[config.mk]
export PLATFORM = sky130hd
export DESIGN_NAME = itli_ram
export DESIGN_NICKNAME = d
export VERILOG_FILES = /design/src/itli_ram.sv
export SDC_FILE = /design/constraint.sdc
export NUM_CORES = 1
export LEC_CHECK = 0
export BUFFER_PORTS_ARGS = -buffer_cell sky130_fd_sc_hd__buf_4
export CORE_MARGIN = 2
export CORE_UTILIZATION = 25
export DETAILED_ROUTE_END_ITERATION = 10
export HOLD_SLACK_MARGIN = 0.05
export RECOVER_POWER = 25
export SKIP_LAST_GASP = 1
export SLEW_MARGIN = 10
export SYNTH_ARGS = -nofsm -noshare
export SYNTH_HDL_FRONTEND = slang
export SYNTH_SLANG_ARGS = --single-unit
[constraint.sdc]
create_clock -name clk_i -period 10.55 [get_ports clk_i]
set_clock_uncertainty 0.15 [all_clocks]
set_input_delay 0.5275 -clock clk_i [delete_from_list [all_inputs] [get_ports clk_i]]
set_output_delay 0.5275 -clock clk_i [all_outputs]
set_load 0.02 [all_outputs]
[src/itli_ram.sv]
module itli_ram #(
  parameter int Width = 32,
  parameter int Depth = 16
) (
  input  logic                     clk_i,
  input  logic                     we_i,
  input  logic [$clog2(Depth)-1:0] waddr_i,
  input  logic [Width-1:0]         wdata_i,
  input  logic [$clog2(Depth)-1:0] raddr_i,
  output logic [Width-1:0]         rdata_o
);

  logic [Width-1:0] mem_q [Depth];

  always_ff @(posedge clk_i) begin
    if (we_i) begin
      mem_q[waddr_i] <= wdata_i;
    end
    rdata_o <= mem_q[raddr_i];
  end

endmodule

==> flow_summary_export.csv, run 1 <==
group,metric,value,unit
cts,clk_latency,0.59,ns
cts,clock_sinks,544,
drt,routed_wl,45000,µm
final_layout,multi_input_area,0.00375,mm²
final_layout,antennaDiodeCount,0,
grt,grt_pass1_wl,65400,µm
sta,finalMaxSlewViolations,0,
floorplanning,fp.dieH,286,µm
drt,dr_total_vias,9019,
cts,cts_buffer_depth,3,
yosys,synth_nets,880,
grt,gr-usage-met1,15.5,%
sta,max_slew_margin,27.1,%
yosys,async_flop_share,0,%
yosys,syn_inst,838,
run,drv_cap,0,
critical_path,cp-start-kind,"input port",
placed_design,finalWeightedCongestion,0.681,
yosys,yosysSeqAreaShare,80.7,%
power,p_leak,7.31,nW
floorplanning,num_rows,103,
drt,viasPerCell,4.42,
floorplanning,die-area,0.0817,mm²
yosys,synth_common_cells,"edfxtp_1 (512), mux4_2 (128), a22oi_1 (64), nand2_1 (33), dfxtp_1 (32)",
cts,cts_tree,"done",
critical_path,endpoint_kind,"flip-flop",
yosys,yosysWarnings,0,
grt,grt.busiest_layer,"met2",
worst_hold_path,hold_class,"input port to flip-flop",
placed_design,dp_hpwl,21700,µm
cts,cts_buffers,53,
critical_path,arrival,3.26,ns
yosys,synth_top_area_share,77.4,%
cts,cts_root_buffer,"clkbuf_16",
sta,min_period,2.97,ns
outcome,status,"finished clean",
final_layout,syn_to_final_growth,18.5,%
placed_design,portBuffers,73,
floorplanning,initial_core_util,25.2,%
drt,avgRoutedWirePerCell,22.0,µm
grt,grt_pass1_vias,9483,
drt,ant_nets,0,
power,irDropWorstVdd,107,µV
cts,post_cts_buffers,0,
grt,globalRoute.totalOverflow,0,
drt,drt_iter0_drc,1000,
grt,grt.total_usage,11.0,%
critical_path,critPathKind,"input port to flip-flop",
yosys,synth-edff-count,512,
final_layout,fillCellCount,7503,
sta,rsz0062_at_grt,"no",
power,power,4.59,mW
yosys,synth-seq-cells,544,
yosys,synthesis.area,0.0199,mm²
final_layout,fin_util,29.9,%
cts,cts_htree_levels,2,
sta,post-route-period-util,28.1,%
floorplanning,core,0.0787,mm²
sta,fin_setup_tns,0,ns
yosys,avgSynthCellArea,23.7,µm²
floorplanning,io_pins,74,
grt,use_met3,2.47,%
critical_path,path_max_fanout,68,
yosys,synth_area_leaders,"edfxtp_1 (77%), mux4_2 (15%), dfxtp_1 (3.2%), a22oi_1 (2.4%), nand2_1 (0.62%)",
yosys,synth_most_common_cell,"edfxtp_1",
power,power_density,195,mW/mm²
yosys,synthFlopType,"edfxtp_1",
sta,tightest_slew,1.09,ns
grt,use_met2,17.2,%
grt,grt_max_degree,80,
floorplanning,die_w,286,µm
sta,hold_viol,0,
cts,cts.clk_slew.worst_paths,0.07,ns
critical_path,cp.required,10.84,ns
sta,setup_viol,0,
grt,antenna_found_initial,3,
yosys,synth.distinct_cells,18,
yosys,yosysTopAreaCell,"edfxtp_1",
drt,drt-pass1-iter-count,5,
final_layout,final_layout_size_suffix_gt1_share,30.9,%
sta,fmaxAchievable,0.337,GHz
drt,drcViolationCount,0,
final_layout,finalNetCount,989,
final_layout,seqCellArea,0.0160,mm²
-- placed cells by master (no fill, tap or decap) --
cell type	instances
nand3b_1	2
dlygate4sd3_1	1
nand2b_1	2
edfxtp_1	512
clkinv_1	3
clkbuf_8	7
or3b_2	1
inv_6	1
clkinv_2	15
mux4_2	128
a22oi_1	64
clkinv_4	1
nor3_2	4
clkbuf_16	55
clkbuf_1	35
nor2_4	13
and2_2	1
nor2b_4	2
buf_4	70
nand2_1	33
clkinvlp_4	3
nand3_1	1
bufinv_16	6
dfxtp_1	32
-- metrics by stage --
stage	std cells	hold WS, ns	cell area (µm²)	worst slack (ns)
6_report	2042	0.100	23500	7.58
5_1_grt	2042	0.0945	23500	7.29
4_1_cts	2042	0.0539	23600	7.53
3_5_place_dp	1941	0.512	21800	6.90
3_3_place_gp	1941	0.502	21800	6.93
2_1_floorplan	838	0.476	19900	6.69
-- what timing repair did --
action | CTS | global route
hold buffers | 1 | 0
gates resized for setup | 0 | 0
hold endpoints to repair | 16 | 0
-- metal layers --
metal / part of all wire [%] / routed length (µm)
met1: 45 / 20200
met2: 47 / 21200
met3: 6.4 / 2870
met4: 1.5 / 678
met5: 0.051 / 23
-- cell type report --
cell class                 count  area share (%)
timing repair buffer          97            2.73
tap                         1050            5.58
clock buffer                  71            6.36
clock inverter                29            1.30
multi-input combinational    251            15.9
sequential                   544            68.1
-- where the power goes --
group / switching (mW) / leakage, nW / internal [mW]
sequential: 0.0179 / 4.89 / 2.42
clock: 0.782 / 0.890 / 1.14
combinational: 0.139 / 1.52 / 0.0931
total: 0.939 / 7.31 / 3.65
-- worst max-delay path, stage by stage --
cell and delay, ns:
buf_4 0.20, buf_4 0.80, buf_4 0.73, mux4_2 0.42, a22oi_1 0.21, nand2_1 0.18
-- final timing paths --
| path | from | endpoint | slack (ns) | depth (start not counted) |
|---|---|---|---|---|
| setup / recovery | raddr_i[1] | rdata_o[18] | 7.58 | 6 |
| hold / removal | wdata_i[17] | mem_q[5][17] | 0.10 | 1 |
| setup reg to reg | mem_q[10][18] | rdata_o[18] | 9.02 | 3 |
| hold reg to reg | mem_q[7][3] | rdata_o[3] | 0.52 | 3 |
-- cell families (layout without fill, tap and decap cells) --
| kind of cell | Yosys count | count (layout) | share of synthesized area (%) |
|---|---|---|---|
| flip-flops | 544 | 544 | 80.7 |
| AND/OR/NAND/NOR | 59 | 59 | 1.27 |
| AO/OA/AOI/OAI | 64 | 64 | 2.42 |
| multiplexers | 128 | 128 | 14.5 |
| buffers and inverters | 43 | 197 | 1.12 |
-- state kept, by name, indices dropped and copies added, names as in the netlist --
name and cells:
rdata_o 32, mem_q 512
Note: power is estimated with default switching activity, not from simulation.
==> inputs of run 2 (changes only) <==
- clock period: 10.55 -> 2.65 ns (I/O delays scaled with it)
==> run 2 against run 1 <==
Effect of this change: register-to-register slack lost 7.9 ns; worst hold slack improved by 0.049 ns; critical path depth unchanged; core utilization grew 0.97 points; via count rose by 1.6%; flip-flop and latch count unchanged; non-clock buffer count is 50 higher; critical endpoint is now rdata_o[22]; sequential power rose to 4.0 times the previous value; die area unchanged; largest power group unchanged; power rose to 4.0 times the previous value; critical path type unchanged; setup slack worse by 7.0 ns.
==> flow_summary_export.csv, run 2 (synthesized netlist as in run 1, its figures left out) <==
group,metric,value,unit
cts,cts.clk_slew.worst_paths,0.06,ns
sta,setup_viol,0,
final_layout,finalNetCount,1039,
cts,cts_buffer_depth,3,
final_layout,final_area,0.0243,mm²
sta,min_period,2.11,ns
power,p_leak,7.60,nW
sta,max_slew_margin,51.4,%
cts,clk_latency,0.58,ns
worst_hold_path,hold_class,"input port to flip-flop",
sta,finalMaxSlewViolations,0,
cts,post_cts_buffers,0,
critical_path,cp_common_cell,"dlygate4sd3_1",
floorplanning,initial_core_util,25.2,%
final_layout,syn_to_final_growth,22.3,%
worst_hold_path,holdPathStages,4,
sta,tightest_slew,0.728,ns
drt,routed_wl,44800,µm
run,drv_cap,0,
floorplanning,io_pins,74,
drt,drcViolationCount,0,
critical_path,cp_slowest_cell,"dlygate4sd3_1",
sta,fin_setup_tns,0,ns
placed_design,portBuffers,73,
critical_path,cp-start-kind,"input port",
critical_path,ff2ff_path_depth,3,
final_layout,largest_reg_flops,512,
floorplanning,num_rows,103,
final_layout,final_layout_size_suffix_gt1_share,30.5,%
critical_path,cp.required,3.02,ns
cts,post_cts_resize_count,0,
drt,drt_iter0_drc,899,
placed_design,dp_hpwl,24000,µm
sta,post-route-period-util,79.4,%
placed_design,finalWeightedCongestion,0.693,
final_layout,top_regs,"mem_q x512, rdata_o x32",
power,power_density,750,mW/mm²
critical_path,path_cells,"dlygate4sd3_1 -> buf_4 -> nor2_4 -> dlygate4sd3_1 -> a22oi_1 -> nand2_1",
cts,cts_root_buffer,"clkbuf_16",
cts,postCtsHoldBufs,39,
cts,cts_buffers,53,
cts,cts_htree_levels,2,
floorplanning,fp.dieH,286,µm
grt,grt.busiest_layer,"met2",
final_layout,regMostFlops,"mem_q",
grt,use_met2,17.4,%
grt,grt_pass1_vias,9738,
drt,ant_nets,0,
critical_path,endpoint_kind,"flip-flop",
final_layout,final_cell_mix,"edfxtp_1 (512), mux4_2 (128), buf_4 (66)",
final_layout,final_common_cell,"edfxtp_1",
drt,dr_total_vias,9161,
sta,fmaxAchievable,0.475,GHz
cts,clock_sinks,544,
drt,drt-pass1-iter-count,5,
drt,avgRoutedWirePerCell,21.4,µm
drt,viasPerCell,4.38,
floorplanning,die-area,0.0817,mm²
sta,rsz0062_at_grt,"no",
grt,grt_max_degree,49,
power,irDropWorstVdd,446,µV
floorplanning,die_w,286,µm
grt,antenna_found_initial,3,
grt,gr-usage-met1,15.7,%
grt,grt.total_usage,10.9,%
critical_path,critPathKind,"input port to flip-flop",
floorplanning,core,0.0787,mm²
cts,cts_tree,"done",
critical_path,arrival,2.47,ns
grt,use_met3,1.70,%
sta,hold_viol,0,
outcome,status,"finished clean",
sta,hold_slack,0.150,ns
placed_design,placed_area,0.0222,mm²
grt,grt_pass1_wl,66200,µm
grt,globalRoute.totalOverflow,0,
critical_path,path_max_fanout,11,
critical_path,max_stage_delay,1.04,ns
-- run 2: path summary, 6_finish.rpt --
path	startpoint	to	slack, ns
min reg2reg	mem_q[14][26]	rdata_o[26]	0.52
max reg2reg	mem_q[11][18]	rdata_o[18]	1.17
max	raddr_i[2]	rdata_o[22]	0.54
min	raddr_i[0]	rdata_o[19]	0.15
-- run 2: cell type report --
type / instances / area (µm²)
clock inverter: 33 / 347
multi-input combinational: 251 / 3770
tap: 1050 / 1310
timing repair buffer: 147 / 1430
clock buffer: 66 / 1410
fill: 7422 / 54500
antenna: 1 / 2.50
sequential: 544 / 16000
-- run 2: metrics by stage --
step	worst slack, ns	std cells	util [%]	power, mW
final	0.545	2092	30.8	18.2
after global routing	0.519	2092	30.8	18.8
after CTS	0.559	2091	30.9	18.4
after detailed placement	0.630	1953	28.2	10.9
after global placement	0.653	1953	28.2	10.9
after floorplan	0.0595	838	-	10.4
-- run 2: where the power goes --
part           internal (mW)  switching (mW)
sequential              9.62          0.0752
clock                   4.37            3.14
combinational          0.448           0.576
-- run 2: critical path, delay by kind of cell --
| family | cells | cell delay (ns) |
|---|---|---|
| and+or+nand+nor | 2 | 0.36 |
| buffers and inverters | 3 | 1.78 |
| AOI/OAI and AO/OA | 1 | 0.20 |
-- run 2: metal layers --
metal / vias to the layer above / routed length [µm]
met2: 202 / 21400
met5: - / 24
met1: 4997 / 20800
met4: 4 / 800
met3: 59 / 1850
li1: 3899 / -
==> inputs of run 3 (changes only) <==
- clock period: 2.65 -> 1.95 ns (I/O delays scaled with it)
==> run 3 against run 2 <==
Effect of this change: first-iteration DRC count down 12%; die area unchanged; sequential share of layout area down 0.33 points; largest power group unchanged; core utilization up 0.15 points; critical path depth down 2; register-to-register slack worse by 1.1 ns; count of clock-buffer cells in the layout up 6; worst hold slack worse by 0.029 ns; sequential power up 36%; final cell count up 0.53%.
==> flow_summary_export.csv, run 3 (synthesized netlist as in run 1, its figures left out) <==
group,metric,value,unit
floorplanning,num_rows,103,
final_layout,final_common_cell,"edfxtp_1",
final_layout,final_cell_mix,"edfxtp_1 (512), mux4_2 (128), buf_4 (65)",
cts,clk_latency,0.57,ns
critical_path,max_stage_delay,0.57,ns
drt,drt_iter0_drc,791,
placed_design,dp_hpwl,23600,µm
power,p_sw_share,20.7,%
power,p_int,19.5,mW
placed_design,dpl_worst_slack,0.151,ns
worst_hold_path,holdPathEnd,"mem_q[3][20]",
critical_path,ff2ff_path_depth,4,
placed_design,portBuffers,73,
critical_path,arrival,2.19,ns
drt,dr_total_vias,9251,
placed_design,finalWeightedCongestion,0.691,
critical_path,cp-start-kind,"flip-flop",
sta,fin_ws,0.0646,ns
sta,max_slew_margin,56.3,%
cts,cts_htree_levels,2,
power,power_density,1010,mW/mm²
sta,finalMaxSlewViolations,0,
cts,cts_tree,"done",
worst_hold_path,hold_class,"input port to flip-flop",
grt,grt.total_usage,11.2,%
worst_hold_path,holdPathStages,4,
final_layout,seqCellArea,0.0160,mm²
sta,hold_slack,0.121,ns
floorplanning,core,0.0787,mm²
grt,grt_pass1_vias,9785,
critical_path,cp.required,2.26,ns
floorplanning,fp.dieH,286,µm
final_layout,final_layout_size_suffix_gt1_share,30.6,%
sta,post-route-period-util,96.7,%
critical_path,endpoint_kind,"flip-flop",
drt,ant_nets,0,
critical_path,ff2ff_setup_slack,0.06,ns
sta,rsz0062_at_grt,"no",
critical_path,critPathKind,"flip-flop to flip-flop",
floorplanning,die_w,286,µm
power,p_switching,5.08,mW
final_layout,top_regs,"mem_q x512, rdata_o x32",
drt,routed_wl,46300,µm
drt,drcViolationCount,0,
sta,hold_viol,0,
final_layout,finalNetCount,1049,
outcome,status,"finished clean",
sta,fmaxAchievable,0.530,GHz
power,power,24.6,mW
grt,grt_max_degree,46,
critical_path,path_cells,"mux4_2 -> a22oi_1 -> dlygate4sd3_1 -> nand2_1",
placed_design,placedCellCount,1960,
grt,antenna_found_initial,5,
grt,grt_pass1_wl,67300,µm
cts,cts_buffer_depth,3,
drt,avgRoutedWirePerCell,22.0,µm
drt,viasPerCell,4.40,
sta,min_period,1.89,ns
cts,post_cts_buffers,0,
sta,tightest_slew,0.656,ns
floorplanning,die-area,0.0817,mm²
power,p_seq_share,53.6,%
grt,globalRoute.totalOverflow,0,
power,irDropWorstVdd,639,µV
critical_path,r2r_end,"rdata_o[1]",
floorplanning,io_pins,74,
final_layout,fillCellCount,7477,
power,power_frac_clock,40.6,%
sta,setup_viol,0,
floorplanning,initial_core_util,25.2,%
drt,drt-pass1-iter-count,5,
power,pwr-share-comb,5.8,%
final_layout,largest_reg_flops,512,
final_layout,syn_to_final_growth,22.9,%
critical_path,r2r_start,"mem_q[0][1]",
cts,cts_buffers,52,
final_layout,fin_util,31.0,%
critical_path,path_max_fanout,1,
cts,clock_sinks,544,
final_layout,multi_input_area,0.00378,mm²
worst_hold_path,hold_path.startpoint,"waddr_i[2]",
critical_path,cp_slowest_cell,"dlygate4sd3_1",
final_layout,finalNonFillerCells,2103,
power,p_leak,7.66,nW
cts,cts.clk_slew.worst_paths,0.06,ns
final_layout,regMostFlops,"mem_q",
run,drv_cap,0,
cts,cts_root_buffer,"clkbuf_16",
-- run 3: cell types whose count changed in the layout (fill, tap and decap cells not counted), moves of 2 or more --
cell / delta
clkbuf_1: +5
clkbuf_8: +4
clkinvlp_4: -4
buf_12: +3
dlygate4sd3_1: +3
bufinv_16: -2
clkinv_1: -2
clkinv_4: +2
-- run 3: worst max path at each step --
stage	start	to	slack, ns	depth (start not counted)
after CTS	raddr_i[1]	rdata_o[1]	0.009	7
final	mem_q[0][1]	rdata_o[1]	0.06	4
after global routing	mem_q[3][1]	rdata_o[1]	0.01	4
after global placement	raddr_i[0]	rdata_o[21]	0.16	5
after floorplan	waddr_i[2]	mem_q[10][0]	-0.33	2
after detailed placement	raddr_i[0]	rdata_o[21]	0.15	5
-- run 3: cell type report --
class                      count  share of cell area, %
timing repair buffer         158                   6.49
sequential                   544                   65.6
clock buffer                  72                   6.02
tap                         1050                   5.38
multi-input combinational    251                   15.5
clock inverter                26                  0.994
antenna                        2                 0.0205
-- run 3: through the flow --
stage          instance area (µm²)  TNS, ns
2_1_floorplan                19900  -102.22
3_3_place_gp                 22300        0
3_5_place_dp                 22300        0
4_1_cts                      24400        0
5_1_grt                      24400        0
6_report                     24400        0
-- run 3: critical path: cells and delay by family (launching register included) --
| kind | cells | cell delay [ns] |
|---|---|---|
| buf+inv | 1 | 0.57 |
| mux | 1 | 0.45 |
| flops | 1 | 0.37 |
| compound gates | 1 | 0.18 |
| simple gates | 1 | 0.05 |
-- run 3: metal layers --
| metal | vias to the layer above | global-route usage (%) | part of all wire [%] |
|---|---|---|---|
| met3 | 68 | 2.32 | 5.4 |
| met2 | 252 | 18.5 | 49 |
| met4 | 6 | 2.97 | 1.9 |
| met1 | 4994 | 15.1 | 44 |
| li1 | 3931 | - | - |
| met5 | - | 0 | 0.086 |
-- run 3: what timing repair did --
item | in CTS | in global routing
setup endpoints to repair | 0 | 1
hold endpoints to repair | 664 | 0
resized for setup | 0 | 2
hold buffers | 42 | 0
-- run 3: power by group through the flow --
stage          Combinational [mW]  Sequential (mW)  Clock (mW)
2_1_floorplan               0.631             13.5           0
3_3_place_gp                 1.36             13.4           0
3_5_place_dp                 1.39             13.4           0
4_1_cts                      1.47             13.2        10.2
5_1_grt                      1.54             13.2        10.6
6_report                     1.43             13.2        9.97
